### src/rtl/core/fbs_pkg.sv
// Shared types and constants for the frame brightness score block.
// Used by the channel interfaces, the shared MAC, the divider and the top level.
// No dependencies.

package fbs_pkg;

  // Payload widths
  localparam int CH_W    = 8;   // one color component
  localparam int SCORE_W = 8;   // frame score
  localparam int COEF_W  = 8;   // second operand of the shared MAC

  // Configuration port geometry
  localparam int CFG_W   = 13;  // frame_width and frame_height registers
  localparam int APB_AW  = 3;   // two 32-bit registers at byte addresses 0 and 4
  localparam int APB_DW  = 32;

  // Control of the shared multiply-accumulate unit
  typedef struct packed {
    logic clear;  // start a new sum with this product
    logic en;     // add one product this cycle
  } mac_ctl_t;

  // Status of the iterative divider
  typedef struct packed {
    logic busy;   // iterations in flight
    logic done;   // quotient valid, one-cycle pulse
  } div_stat_t;

endpackage

### src/rtl/core/fbs_if.sv
// Valid/ready channel interfaces of the frame brightness score block:
// one pixel transaction in, one score transaction out.
// Depends on fbs_pkg for the payload widths.

interface fbs_pix_if;
  import fbs_pkg::*;

  logic            valid;
  logic            ready;
  logic [CH_W-1:0] red;
  logic [CH_W-1:0] green;
  logic [CH_W-1:0] blue;

  modport source (output valid, output red, output green, output blue, input ready);
  modport sink   (input valid, input red, input green, input blue, output ready);
endinterface

interface fbs_score_if;
  import fbs_pkg::*;

  logic               valid;
  logic               ready;
  logic [SCORE_W-1:0] score;

  modport source (output valid, output score, input ready);
  modport sink   (input valid, input score, output ready);
endinterface

### src/rtl/core/fbs_mac.sv
// Shared multiply-accumulate unit: one product of an operand and an
// 8-bit coefficient per cycle, summed into a registered accumulator.
// Depends on fbs_pkg (mac_ctl_t, COEF_W).

module fbs_mac #(
  parameter int A_W   = 20,
  parameter int ACC_W = 28
) (
  input  logic                     clk_i,
  input  logic                     rst_ni,
  input  fbs_pkg::mac_ctl_t        ctl_i,
  input  logic [A_W-1:0]           a_i,
  input  logic [fbs_pkg::COEF_W-1:0] b_i,
  output logic [ACC_W-1:0]         acc_o
);
  import fbs_pkg::*;

  logic [A_W+COEF_W-1:0] prod;
  logic [ACC_W-1:0]      acc_q, acc_d;

  // Form one product and add it to the running sum, or restart the sum
  always_comb begin
    prod  = a_i * b_i;
    acc_d = acc_q;
    if (ctl_i.en) begin
      acc_d = (ctl_i.clear ? '0 : acc_q) + ACC_W'(prod);
    end
  end

  always_ff @(posedge clk_i or negedge rst_ni) begin
    if (!rst_ni) begin
      acc_q <= '0;
    end else begin
      acc_q <= acc_d;
    end
  end

  assign acc_o = acc_q;

endmodule

### src/rtl/core/fbs_div.sv
// Restoring divider: one quotient bit per cycle; done pulses for a single cycle
// together with the last quotient bit in the quotient register.
// Depends on fbs_pkg (div_stat_t).

module fbs_div #(
  parameter int DVD_W = 27,
  parameter int DSR_W = 20
) (
  input  logic               clk_i,
  input  logic               rst_ni,
  input  logic               start_i,
  input  logic [DVD_W-1:0]   dividend_i,
  input  logic [DSR_W-1:0]   divisor_i,
  output logic [DVD_W-1:0]   quotient_o,
  output fbs_pkg::div_stat_t stat_o
);
  import fbs_pkg::*;

  localparam int ITER_W = $clog2(DVD_W + 1);

  logic [DSR_W-1:0]  rem_q, rem_d;
  logic [DVD_W-1:0]  dvd_q, dvd_d;
  logic [ITER_W-1:0] iter_q, iter_d;
  logic              busy_q, busy_d;
  logic              done_q, done_d;
  logic [DSR_W:0]    trial;
  logic              fits;

  // Shift one dividend bit into the remainder and try the subtraction;
  // quotient bits replace dividend bits from the bottom of dvd_q
  always_comb begin
    trial  = {rem_q, dvd_q[DVD_W-1]};
    fits   = trial >= {1'b0, divisor_i};
    rem_d  = rem_q;
    dvd_d  = dvd_q;
    iter_d = iter_q;
    busy_d = busy_q;
    done_d = 1'b0;
    if (start_i && !busy_q) begin
      rem_d  = '0;
      dvd_d  = dividend_i;
      iter_d = ITER_W'(DVD_W);
      busy_d = 1'b1;
    end else if (busy_q) begin
      rem_d  = fits ? DSR_W'(trial - {1'b0, divisor_i}) : trial[DSR_W-1:0];
      dvd_d  = {dvd_q[DVD_W-2:0], fits};
      iter_d = iter_q - ITER_W'(1);
      if (iter_q == ITER_W'(1)) begin
        busy_d = 1'b0;
        done_d = 1'b1;
      end
    end
  end

  always_ff @(posedge clk_i or negedge rst_ni) begin
    if (!rst_ni) begin
      iter_q <= '0;
      busy_q <= 1'b0;
      done_q <= 1'b0;
    end else begin
      iter_q <= iter_d;
      busy_q <= busy_d;
      done_q <= done_d;
    end
  end

  // Datapath registers hold no control meaning
  always_ff @(posedge clk_i) begin
    rem_q <= rem_d;
    dvd_q <= dvd_d;
  end

  assign quotient_o  = dvd_q;
  assign stat_o.busy = busy_q;
  assign stat_o.done = done_q;

endmodule

### src/rtl/core/frame_brightness_score.sv
// Frame brightness score. Pixels enter one per transaction in raster order; the frame size
// comes from the frame_width (0x0) and frame_height (0x4) registers, where zero reads as one
// and values above MAX_DIMENSION read as MAX_DIMENSION. A pixel off the sampling grid leaves
// the block idle and ready. A pixel on the grid holds ready low while the shared
// multiply-accumulate unit forms the luma from the three components, one at a time, and then
// the counters update. The last pixel of a frame adds two passes, each a product on the MAC
// and a restoring divide, and then issues the score transaction. The score sits in an output
// register, so the next frame's pixels flow while it waits; the block stalls only if a
// second score is ready first.
// Depends on fbs_pkg, fbs_if, fbs_mac and fbs_div.

module frame_brightness_score #(
  parameter int MAX_DIMENSION = 4096,
  parameter int SAMPLE_GRID   = 64
) (
  input  logic                       clk_i,
  input  logic                       rst_ni,
  fbs_pix_if.sink                    pix_i,
  fbs_score_if.source                score_o,
  input  logic                       psel,
  input  logic                       penable,
  input  logic                       pwrite,
  input  logic [fbs_pkg::APB_AW-1:0] paddr,
  input  logic [fbs_pkg::APB_DW-1:0] pwdata,
  output logic [fbs_pkg::APB_DW-1:0] prdata,
  output logic                       pready
);
  import fbs_pkg::*;

  // Geometry derived from the parameters
  localparam int POS_W    = $clog2(MAX_DIMENSION);
  localparam int DIM_W    = $clog2(MAX_DIMENSION + 1);
  localparam int STEP_MAX = (MAX_DIMENSION / SAMPLE_GRID > 1) ? MAX_DIMENSION / SAMPLE_GRID : 2;
  localparam int SKIP_W   = $clog2(STEP_MAX);
  localparam int N_W      = SKIP_W + 1;
  localparam int PRD_W    = N_W + $clog2(SAMPLE_GRID + 1);
  localparam int CMP_A    = (PRD_W > DIM_W) ? PRD_W : DIM_W;
  localparam int CMP_W    = (CMP_A > CFG_W) ? CMP_A : CFG_W;
  localparam int CNT_W    = POS_W + $clog2(SAMPLE_GRID) + 2;
  localparam int WEIGHT_W = 7;
  localparam int ACC_W    = CNT_W + COEF_W;
  localparam int DVD_W    = CNT_W + WEIGHT_W;

  // Luma and scoring constants
  localparam logic [COEF_W-1:0] COEF_RED      = 8'd54;
  localparam logic [COEF_W-1:0] COEF_GREEN    = 8'd183;
  localparam logic [COEF_W-1:0] COEF_BLUE     = 8'd19;
  localparam logic [COEF_W-1:0] WEIGHT_BRIGHT = 8'd100;
  localparam logic [COEF_W-1:0] WEIGHT_VARIED = 8'd30;
  localparam logic [CH_W-1:0]   BRIGHT_LIMIT  = 8'd24;
  localparam logic [CH_W-1:0]   VARIED_LIMIT  = 8'd8;
  localparam int                LUMA_SHIFT    = 8;
  localparam logic [CFG_W-1:0]  DIM_RESET     = 13'd64;

  typedef enum logic {REG_WIDTH, REG_HEIGHT} reg_idx_e;
  typedef enum logic [1:0] {CH_RED, CH_GREEN, CH_BLUE} chan_e;
  typedef enum logic [2:0] {
    S_IDLE, S_LUMA, S_UPDATE, S_PROD, S_DIVS, S_DIVW, S_EMIT
  } state_e;

  // Configuration registers
  logic [CFG_W-1:0] cfg_width_q, cfg_height_q;
  logic             cfg_wr;

  // Sequencer and frame state
  state_e             state_q, state_d;
  chan_e              chan_q, chan_d;
  logic               term_q, term_d;      // 0: bright term, 1: varied term
  logic               end_q, end_d;
  logic [POS_W-1:0]   col_pos_q, col_pos_d, row_pos_q, row_pos_d;
  logic [SKIP_W-1:0]  col_skip_q, col_skip_d, row_skip_q, row_skip_d;
  logic [CNT_W-1:0]   samples_q, samples_d, bright_q, bright_d, varied_q, varied_d;
  logic [CH_W-1:0]    prev_luma_q, prev_luma_d;
  logic               prev_valid_q, prev_valid_d;
  logic               out_valid_q, out_valid_d;
  logic [SCORE_W-1:0] score_acc_q, score_acc_d;
  logic [SCORE_W-1:0] out_score_q, out_score_d;
  logic [CH_W-1:0]    red_q, green_q, blue_q;

  // Decoded geometry for the current position
  logic [DIM_W-1:0]  w_eff, h_eff;
  logic              col_last, row_last, col_wrap, row_wrap;
  logic              pix_fire;
  logic [CH_W-1:0]   luma, luma_diff;

  // Shared units
  mac_ctl_t          mac_ctl;
  logic [CNT_W-1:0]  mac_a;
  logic [COEF_W-1:0] mac_b;
  logic [ACC_W-1:0]  mac_acc;
  logic              div_start;
  logic [CNT_W-1:0]  div_divisor;
  logic [DVD_W-1:0]  div_quot;
  div_stat_t         div_stat;

  function automatic logic [DIM_W-1:0] clamp_dim(input logic [CFG_W-1:0] v);
    logic [CMP_W-1:0] vx;
    begin
      vx = CMP_W'(v);
      if (vx == '0) begin
        clamp_dim = DIM_W'(1);
      end else if (vx > CMP_W'(MAX_DIMENSION)) begin
        clamp_dim = DIM_W'(MAX_DIMENSION);
      end else begin
        clamp_dim = DIM_W'(vx);
      end
    end
  endfunction

  function automatic logic at_last(input logic [POS_W-1:0] pos, input logic [DIM_W-1:0] dim);
    begin
      at_last = CMP_W'(pos) >= (CMP_W'(dim) - CMP_W'(1));
    end
  endfunction

  // skip+1 reaches the step dim/SAMPLE_GRID exactly when (skip+2)*SAMPLE_GRID exceeds dim
  function automatic logic skip_wraps(input logic [SKIP_W-1:0] skip,
                                      input logic [DIM_W-1:0] dim);
    logic [N_W-1:0]   n1;
    logic [PRD_W-1:0] prd;
    begin
      n1  = N_W'(skip) + N_W'(2);
      prd = PRD_W'(n1) * PRD_W'(SAMPLE_GRID);
      skip_wraps = (CMP_W'(dim) <= CMP_W'(SAMPLE_GRID)) || (CMP_W'(prd) > CMP_W'(dim));
    end
  endfunction

  // Register write and read-back
  assign pready = 1'b1;
  assign cfg_wr = psel && penable && pwrite;

  always_ff @(posedge clk_i or negedge rst_ni) begin
    if (!rst_ni) begin
      cfg_width_q  <= DIM_RESET;
      cfg_height_q <= DIM_RESET;
    end else if (cfg_wr) begin
      unique case (reg_idx_e'(paddr[2]))
        REG_WIDTH:  cfg_width_q  <= pwdata[CFG_W-1:0];
        REG_HEIGHT: cfg_height_q <= pwdata[CFG_W-1:0];
      endcase
    end
  end

  always_comb begin
    unique case (reg_idx_e'(paddr[2]))
      REG_WIDTH:  prdata = APB_DW'(cfg_width_q);
      REG_HEIGHT: prdata = APB_DW'(cfg_height_q);
    endcase
  end

  // Position decode
  assign w_eff    = clamp_dim(cfg_width_q);
  assign h_eff    = clamp_dim(cfg_height_q);
  assign col_last = at_last(col_pos_q, w_eff);
  assign row_last = at_last(row_pos_q, h_eff);
  assign col_wrap = skip_wraps(col_skip_q, w_eff);
  assign row_wrap = skip_wraps(row_skip_q, h_eff);

  assign pix_i.ready = (state_q == S_IDLE);
  assign pix_fire    = pix_i.valid && pix_i.ready;

  assign luma      = mac_acc[LUMA_SHIFT +: CH_W];
  assign luma_diff = (luma > prev_luma_q) ? luma - prev_luma_q : prev_luma_q - luma;

  assign div_divisor = (samples_q == '0) ? CNT_W'(1) : samples_q;

  // Sequencer: next state, counters and shared unit control
  always_comb begin
    state_d      = state_q;
    chan_d       = chan_q;
    term_d       = term_q;
    end_d        = end_q;
    col_pos_d    = col_pos_q;
    row_pos_d    = row_pos_q;
    col_skip_d   = col_skip_q;
    row_skip_d   = row_skip_q;
    samples_d    = samples_q;
    bright_d     = bright_q;
    varied_d     = varied_q;
    prev_luma_d  = prev_luma_q;
    prev_valid_d = prev_valid_q;
    score_acc_d  = score_acc_q;
    out_score_d  = out_score_q;
    out_valid_d  = out_valid_q && !score_o.ready;
    mac_ctl      = '0;
    mac_a        = '0;
    mac_b        = '0;
    div_start    = 1'b0;

    unique case (state_q)
      S_IDLE: begin
        if (pix_fire) begin
          end_d = col_last && row_last;
          // Advance the raster position; the frame end returns it to the origin
          if (col_last && row_last) begin
            col_pos_d  = '0;
            row_pos_d  = '0;
            col_skip_d = '0;
            row_skip_d = '0;
          end else if (col_last) begin
            col_pos_d  = '0;
            col_skip_d = '0;
            row_pos_d  = row_pos_q + POS_W'(1);
            row_skip_d = row_wrap ? '0 : row_skip_q + SKIP_W'(1);
          end else begin
            col_pos_d  = col_pos_q + POS_W'(1);
            col_skip_d = col_wrap ? '0 : col_skip_q + SKIP_W'(1);
          end
          if (col_skip_q == '0 && row_skip_q == '0) begin
            chan_d  = CH_RED;
            state_d = S_LUMA;
          end else if (col_last && row_last) begin
            term_d  = 1'b0;
            state_d = S_PROD;
          end
        end
      end

      // One weighted component per cycle into the MAC
      S_LUMA: begin
        mac_ctl.en    = 1'b1;
        mac_ctl.clear = (chan_q == CH_RED);
        unique case (chan_q)
          CH_RED: begin
            mac_a  = CNT_W'(red_q);
            mac_b  = COEF_RED;
            chan_d = CH_GREEN;
          end
          CH_GREEN: begin
            mac_a  = CNT_W'(green_q);
            mac_b  = COEF_GREEN;
            chan_d = CH_BLUE;
          end
          default: begin
            mac_a   = CNT_W'(blue_q);
            mac_b   = COEF_BLUE;
            state_d = S_UPDATE;
          end
        endcase
      end

      // Count the sample and compare against the previous one
      S_UPDATE: begin
        samples_d = samples_q + CNT_W'(1);
        if (luma > BRIGHT_LIMIT) begin
          bright_d = bright_q + CNT_W'(1);
        end
        if (prev_valid_q && luma_diff > VARIED_LIMIT) begin
          varied_d = varied_q + CNT_W'(1);
        end
        prev_luma_d  = luma;
        prev_valid_d = 1'b1;
        term_d       = 1'b0;
        state_d      = end_q ? S_PROD : S_IDLE;
      end

      // Weight the count of the current term
      S_PROD: begin
        mac_ctl.en    = 1'b1;
        mac_ctl.clear = 1'b1;
        mac_a         = term_q ? varied_q : bright_q;
        mac_b         = term_q ? WEIGHT_VARIED : WEIGHT_BRIGHT;
        state_d       = S_DIVS;
      end

      S_DIVS: begin
        if (!div_stat.busy) begin
          div_start = 1'b1;
          state_d   = S_DIVW;
        end
      end

      // Sum the truncated quotients modulo the score width
      S_DIVW: begin
        if (div_stat.done) begin
          score_acc_d = (term_q ? score_acc_q : '0) + div_quot[SCORE_W-1:0];
          if (term_q) begin
            state_d = S_EMIT;
          end else begin
            term_d  = 1'b1;
            state_d = S_PROD;
          end
        end
      end

      // Hand the score to the output register and start a new frame
      S_EMIT: begin
        if (!out_valid_q || score_o.ready) begin
          out_valid_d  = 1'b1;
          out_score_d  = score_acc_q;
          samples_d    = '0;
          bright_d     = '0;
          varied_d     = '0;
          prev_luma_d  = '0;
          prev_valid_d = 1'b0;
          state_d      = S_IDLE;
        end
      end

      default: state_d = S_IDLE;
    endcase
  end

  always_ff @(posedge clk_i or negedge rst_ni) begin
    if (!rst_ni) begin
      state_q      <= S_IDLE;
      chan_q       <= CH_RED;
      term_q       <= 1'b0;
      end_q        <= 1'b0;
      col_pos_q    <= '0;
      row_pos_q    <= '0;
      col_skip_q   <= '0;
      row_skip_q   <= '0;
      samples_q    <= '0;
      bright_q     <= '0;
      varied_q     <= '0;
      prev_luma_q  <= '0;
      prev_valid_q <= 1'b0;
      out_valid_q  <= 1'b0;
    end else begin
      state_q      <= state_d;
      chan_q       <= chan_d;
      term_q       <= term_d;
      end_q        <= end_d;
      col_pos_q    <= col_pos_d;
      row_pos_q    <= row_pos_d;
      col_skip_q   <= col_skip_d;
      row_skip_q   <= row_skip_d;
      samples_q    <= samples_d;
      bright_q     <= bright_d;
      varied_q     <= varied_d;
      prev_luma_q  <= prev_luma_d;
      prev_valid_q <= prev_valid_d;
      out_valid_q  <= out_valid_d;
    end
  end

  // Payload registers: pixel capture, score sum, output score
  always_ff @(posedge clk_i) begin
    if (pix_fire) begin
      red_q   <= pix_i.red;
      green_q <= pix_i.green;
      blue_q  <= pix_i.blue;
    end
    score_acc_q <= score_acc_d;
    out_score_q <= out_score_d;
  end

  assign score_o.valid = out_valid_q;
  assign score_o.score = out_score_q;

  fbs_mac #(
    .A_W   (CNT_W),
    .ACC_W (ACC_W)
  ) u_mac (
    .clk_i  (clk_i),
    .rst_ni (rst_ni),
    .ctl_i  (mac_ctl),
    .a_i    (mac_a),
    .b_i    (mac_b),
    .acc_o  (mac_acc)
  );

  fbs_div #(
    .DVD_W (DVD_W),
    .DSR_W (CNT_W)
  ) u_div (
    .clk_i      (clk_i),
    .rst_ni     (rst_ni),
    .start_i    (div_start),
    .dividend_i (mac_acc[DVD_W-1:0]),
    .divisor_i  (div_divisor),
    .quotient_o (div_quot),
    .stat_o     (div_stat)
  );

endmodule

### src/flat_wrapper.sv
// flat-port wrapper written by rule: the top's interface ports become plain ports
module frame_brightness_score_flat import fbs_pkg::*;
#(
  parameter int MAX_DIMENSION = 4096,
  parameter int SAMPLE_GRID   = 64
)
  (clk_i, rst_ni, psel, penable, pwrite, paddr, pwdata, prdata, pready, pix_i_valid, pix_i_red, pix_i_green, pix_i_blue, pix_i_ready, score_o_valid, score_o_score, score_o_ready);
  fbs_pix_if pix_i_i ();
  fbs_score_if score_o_i ();
  input  logic clk_i;
  input  logic rst_ni;
  input  logic psel;
  input  logic penable;
  input  logic pwrite;
  input  logic [fbs_pkg::APB_AW-1:0] paddr;
  input  logic [fbs_pkg::APB_DW-1:0] pwdata;
  output logic [fbs_pkg::APB_DW-1:0] prdata;
  output logic pready;
  input wire logic [$bits(pix_i_i.valid)-1:0] pix_i_valid;
  input wire logic [$bits(pix_i_i.red)-1:0] pix_i_red;
  input wire logic [$bits(pix_i_i.green)-1:0] pix_i_green;
  input wire logic [$bits(pix_i_i.blue)-1:0] pix_i_blue;
  output wire logic [$bits(pix_i_i.ready)-1:0] pix_i_ready;
  output wire logic [$bits(score_o_i.valid)-1:0] score_o_valid;
  output wire logic [$bits(score_o_i.score)-1:0] score_o_score;
  input wire logic [$bits(score_o_i.ready)-1:0] score_o_ready;
  assign pix_i_i.valid = pix_i_valid;
  assign pix_i_i.red = pix_i_red;
  assign pix_i_i.green = pix_i_green;
  assign pix_i_i.blue = pix_i_blue;
  assign pix_i_ready = pix_i_i.ready;
  assign score_o_valid = score_o_i.valid;
  assign score_o_score = score_o_i.score;
  assign score_o_i.ready = score_o_ready;
  frame_brightness_score #(.MAX_DIMENSION(MAX_DIMENSION), .SAMPLE_GRID(SAMPLE_GRID)) u_core (.clk_i(clk_i), .rst_ni(rst_ni), .pix_i(pix_i_i), .score_o(score_o_i), .psel(psel), .penable(penable), .pwrite(pwrite), .paddr(paddr), .pwdata(pwdata), .prdata(prdata), .pready(pready));
endmodule
### config.mk
export PLATFORM = sky130hd
export DESIGN_NAME = frame_brightness_score_flat
export DESIGN_NICKNAME = d
export VERILOG_FILES = /design/src/rtl/core/fbs_pkg.sv /design/src/rtl/core/fbs_if.sv /design/src/rtl/core/fbs_mac.sv /design/src/rtl/core/fbs_div.sv /design/src/rtl/core/frame_brightness_score.sv /design/src/flat_wrapper.sv
export SDC_FILE = /design/constraint.sdc
export NUM_CORES = 1
export LEC_CHECK = 0
export BUFFER_PORTS_ARGS = -buffer_cell sky130_fd_sc_hd__buf_2
export CAP_MARGIN = 30
export CORE_ASPECT_RATIO = 0.6
export CORE_UTILIZATION = 55
export DETAILED_ROUTE_END_ITERATION = 12
export GPL_TIMING_DRIVEN = 0
export PLACE_DENSITY = 0.73
export SLEW_MARGIN = 20
export SYNTH_ARGS = -nofsm -noshare
export SYNTH_HDL_FRONTEND = slang
export SYNTH_SLANG_ARGS = --single-unit
### constraint.sdc
create_clock -name clk_i -period 11.81 [get_ports clk_i]
set_input_delay 0 -clock clk_i [delete_from_list [all_inputs] [get_ports clk_i]]
set_output_delay 0 -clock clk_i [all_outputs]
set_load 0.01 [all_outputs]
==> reports/qor.csv <==
metric,value,unit
wl_per_cell,19.31,µm
internal_power,3.110,mW
power_density,251.6,nW/µm²
drc,0,
num_vias,17240,
detail-route-antenna-nets,0,
synth-edff-count,67,
ys_ff_latch,260,
hold_violations,0,
layout.nets,2758,
tightest_slew,0.9449,ns
power_switching,2.726,mW
die_y,152.1,µm
grt_pass1_wl,91.04,mm
min_path_type,in2async,
cts_made_buffers,27,
routed_wirelength,56.74,mm
htree_levels,1,
post-route-period-util,0.6655,
place.gp.congestion,0.9808,
cts-root-buf,clkbuf_16,
finClkSkew,0.01575,ns
clock_sinks,260,
coreArea,36690,µm²
clockPowerShare,0.150,
grt_pass1_vias,16790,
syn_area,20650,µm²
rsz0062_at_grt,false,
gr-total-overflow,0,
grt_usage,0.3008,
io_pins,109,
dp.cells,2841,
drt-initial-drc-count,1949,
dr.pass1.iters,6,
layout.cells.non_filler,2938,
start_util,0.5629,
criticalPathCategory,reg2reg,
fin_tns_setup,0,ns
peakVddDrop,117.1,µV
period_minus_slack,7.859,ns
relSlewSlack,0.3643,
cp.required,12.26,ns
layout_common_cells,"nand2_1 (266), inv_1 (243), dfrtp_1 (171), nor2_1 (146), ha_1 (142)",
async_flop_share,0.6654,
antenna_found_initial,0,
final-max-slew-violation-count,0,
cts_buffer_depth,3,
ys_seq_area_frac,0.3265,
combPwrFrac,0.583,
cts_resized,0,
design.die.area,38350,µm²
p_seq_frac,0.268,
areaGrowthSynthToFinish,12.29,%
fillCellCount,3043,
crit_fanout,10,
setup_viol,0,
mostFrequentLayoutCell,nand2_1,
crit_arrival,8.31,ns
cap_violations,0,
p_leak,10.82,nW
synth_cells,2226,
crit_path_start_kind,register,
yosysUniqueCellTypes,79,
via_per_inst,5.868,
antenna_cells,0,
switching_share,0.4671,
synth_ff_type,dfrtp_1,
hpwlAfterDp,44.00,mm
die_w,252.2,µm
path_clk_slew,0.06,ns
fp-row-count,54,
fmax,127.2,MHz
avgSynthCellArea,9.278,µm²
clkLatencyLatePin,0.58,ns
drive_gt1_frac,0.09778,
tritoncts,built,
ys_warn_count,0,
io_buffers,66,
status,completed,
endpoint_kind,register,
grt_max_degree,94,
==> final cells by class <==
type / count / area (µm²) / share of cell area
multi-input combinational: 1663 / 12670 / 0.5464
sequential: 260 / 6744 / 0.2908
inverter: 246 / 923.4 / 0.03982
timing repair buffer: 117 / 868.3 / 0.03744
clock buffer: 39 / 760.7 / 0.03280
tap: 504 / 630.6 / 0.02719
buffer: 98 / 474.2 / 0.02045
clock inverter: 11 / 118.9 / 0.005125
==> synthesized netlist by cell type, types with 32 or more instances <==
cell type / instances / area [µm²]
nor3_1: 53 / 265.3
nand2_1: 266 / 998.5
fa_1: 137 / 2743
edfxtp_1: 67 / 2012
mux2_2: 67 / 754.5
nand3_1: 72 / 360.4
clkbuf_1: 63 / 236.5
ha_1: 142 / 1777
o21ai_0: 111 / 555.5
dfrtp_1: 171 / 4279
xnor2_1: 57 / 499.2
and2_1: 48 / 300.3
nor2_1: 146 / 548.0
a21o_1: 38 / 285.3
xor2_1: 32 / 280.3
inv_1: 244 / 915.9
a21oi_1: 87 / 435.4
==> state kept, by name, summed over array words and instances, names as in the netlist, 3 cells and up <==
name	cells
u_core.prev_luma_q	8
u_core.score_o.score	8
u_core.bright_q	20
u_core.u_div.iter_q	5
u_core.blue_q	8
u_core.score_acc_q	8
u_core.row_skip_q	6
u_core.varied_q	20
u_core.samples_q	20
u_core.u_div.rem_q	20
u_core.state_q	3
u_core.green_q	8
u_core.cfg_height_q	13
u_core.red_q	8
u_core.cfg_width_q	13
u_core.row_pos_q	12
u_core.col_pos_q	12
u_core.u_mac.acc_o	27
u_core.col_skip_q	6
u_core.u_div.quotient_o	27
==> worst paths after layout <==
path	from	end	slack, ns	depth (start not counted)
hold reg to reg	u_core.score_acc_q[5]$_DFFE_PP_	u_core.score_o.score[5]$_DFFE_PP_	0.45	0
hold / removal	rst_ni	u_core.cfg_height_q[4]$_DFFE_PN0P_	0.02	2
setup reg to reg	u_core.state_q[1]$_DFFE_PN0P_	u_core.u_mac.acc_o[22]$_DFFE_PN0N_	3.95	25
setup / recovery	u_core.state_q[1]$_DFFE_PN0P_	u_core.u_mac.acc_o[22]$_DFFE_PN0N_	3.95	25
max in group asynchronous	rst_ni	u_core.u_div.iter_q[1]$_DFFE_PN0P_	10.89	3
min in group clk_i	pix_i_green[5]	u_core.green_q[5]$_DFFE_PP_	0.14	2
==> kinds of logic (layout without fill, tap and decap cells) <==
family,after synthesis,in the layout,share of synthesized area
muxes,91,91,0.04816
adders and majority gates,279,279,0.2188
xor gates and xnor gates,89,89,0.03774
buffers and inverters,344,511,0.06761
other,2,43,0.0003636
DFF,260,260,0.3265
AOI/OAI and AO/OA,400,400,0.1252
and+or+nand+nor,761,761,0.1756
==> power by group through the flow <==
stage | clock network [mW] | logic (mW) | registers, mW
finish | 0.873 | 3.40 | 1.56
global route | 0.928 | 3.77 | 1.59
CTS | 0.888 | 3.33 | 1.54
detailed placement | 0 | 3.27 | 1.55
global placement | 0 | 3.12 | 1.54
floorplan | 0 | 2.49 | 1.42
==> routing by layer <==
layer / wire length [µm] / up-vias / global-route usage
met5: 0 / - / 0
met4: 1160 / 0 / 0.06263
met3: 5982 / 86 / 0.07641
met2: 23100 / 820 / 0.4186
met1: 26490 / 8353 / 0.4679
li1: - / 7981 / -
==> metrics by stage <==
stage / cell area (µm²) / util / setup slack [ns] / power [mW] / hold WS [ns]
2_1_floorplan: 20810 / - / 5.687 / 3.912 / -0.2956
3_3_place_gp: 21770 / 0.5933 / 4.345 / 4.658 / 0.1780
3_5_place_dp: 21850 / 0.5955 / 4.236 / 4.820 / 0.03346
4_1_cts: 23190 / 0.6320 / 4.148 / 5.754 / 0.01893
5_1_grt: 23190 / 0.6321 / 3.556 / 6.292 / 0.04731
6_report: 23190 / 0.6321 / 3.951 / 5.836 / 0.02023
==> repair_timing <==
| item | 4_1_cts | 5_1_grt |
|---|---|---|
| hold buffers | 46 | 0 |
| endpoints found under the hold margin | 171 | 0 |
| setup endpoints to repair | 0 | 0 |
| buffers inserted | 0 | 0 |
==> critical path, stage by stage, from the launching register on <==
cell and delay [ns]:
dfrtp_1 0.35, clkbuf_1 0.42, inv_1 0.24, nor3_1 0.81, clkbuf_1 0.42, nand2_1 0.22
and3_1 0.23, nor2_1 0.21, inv_1 0.10, fa_1 0.53, inv_1 0.05, fa_1 0.47
ha_1 0.33, inv_1 0.07, fa_1 0.60, inv_1 0.06, ha_1 0.30, a211oi_1 0.51
o21ai_0 0.24, a21oi_1 0.38, nor3_1 0.13, o221a_2 0.32, a21oi_1 0.20, o21bai_1 0.11
xor2_1 0.14, mux2_2 0.27
Note: power is estimated with default switching activity, not from simulation.
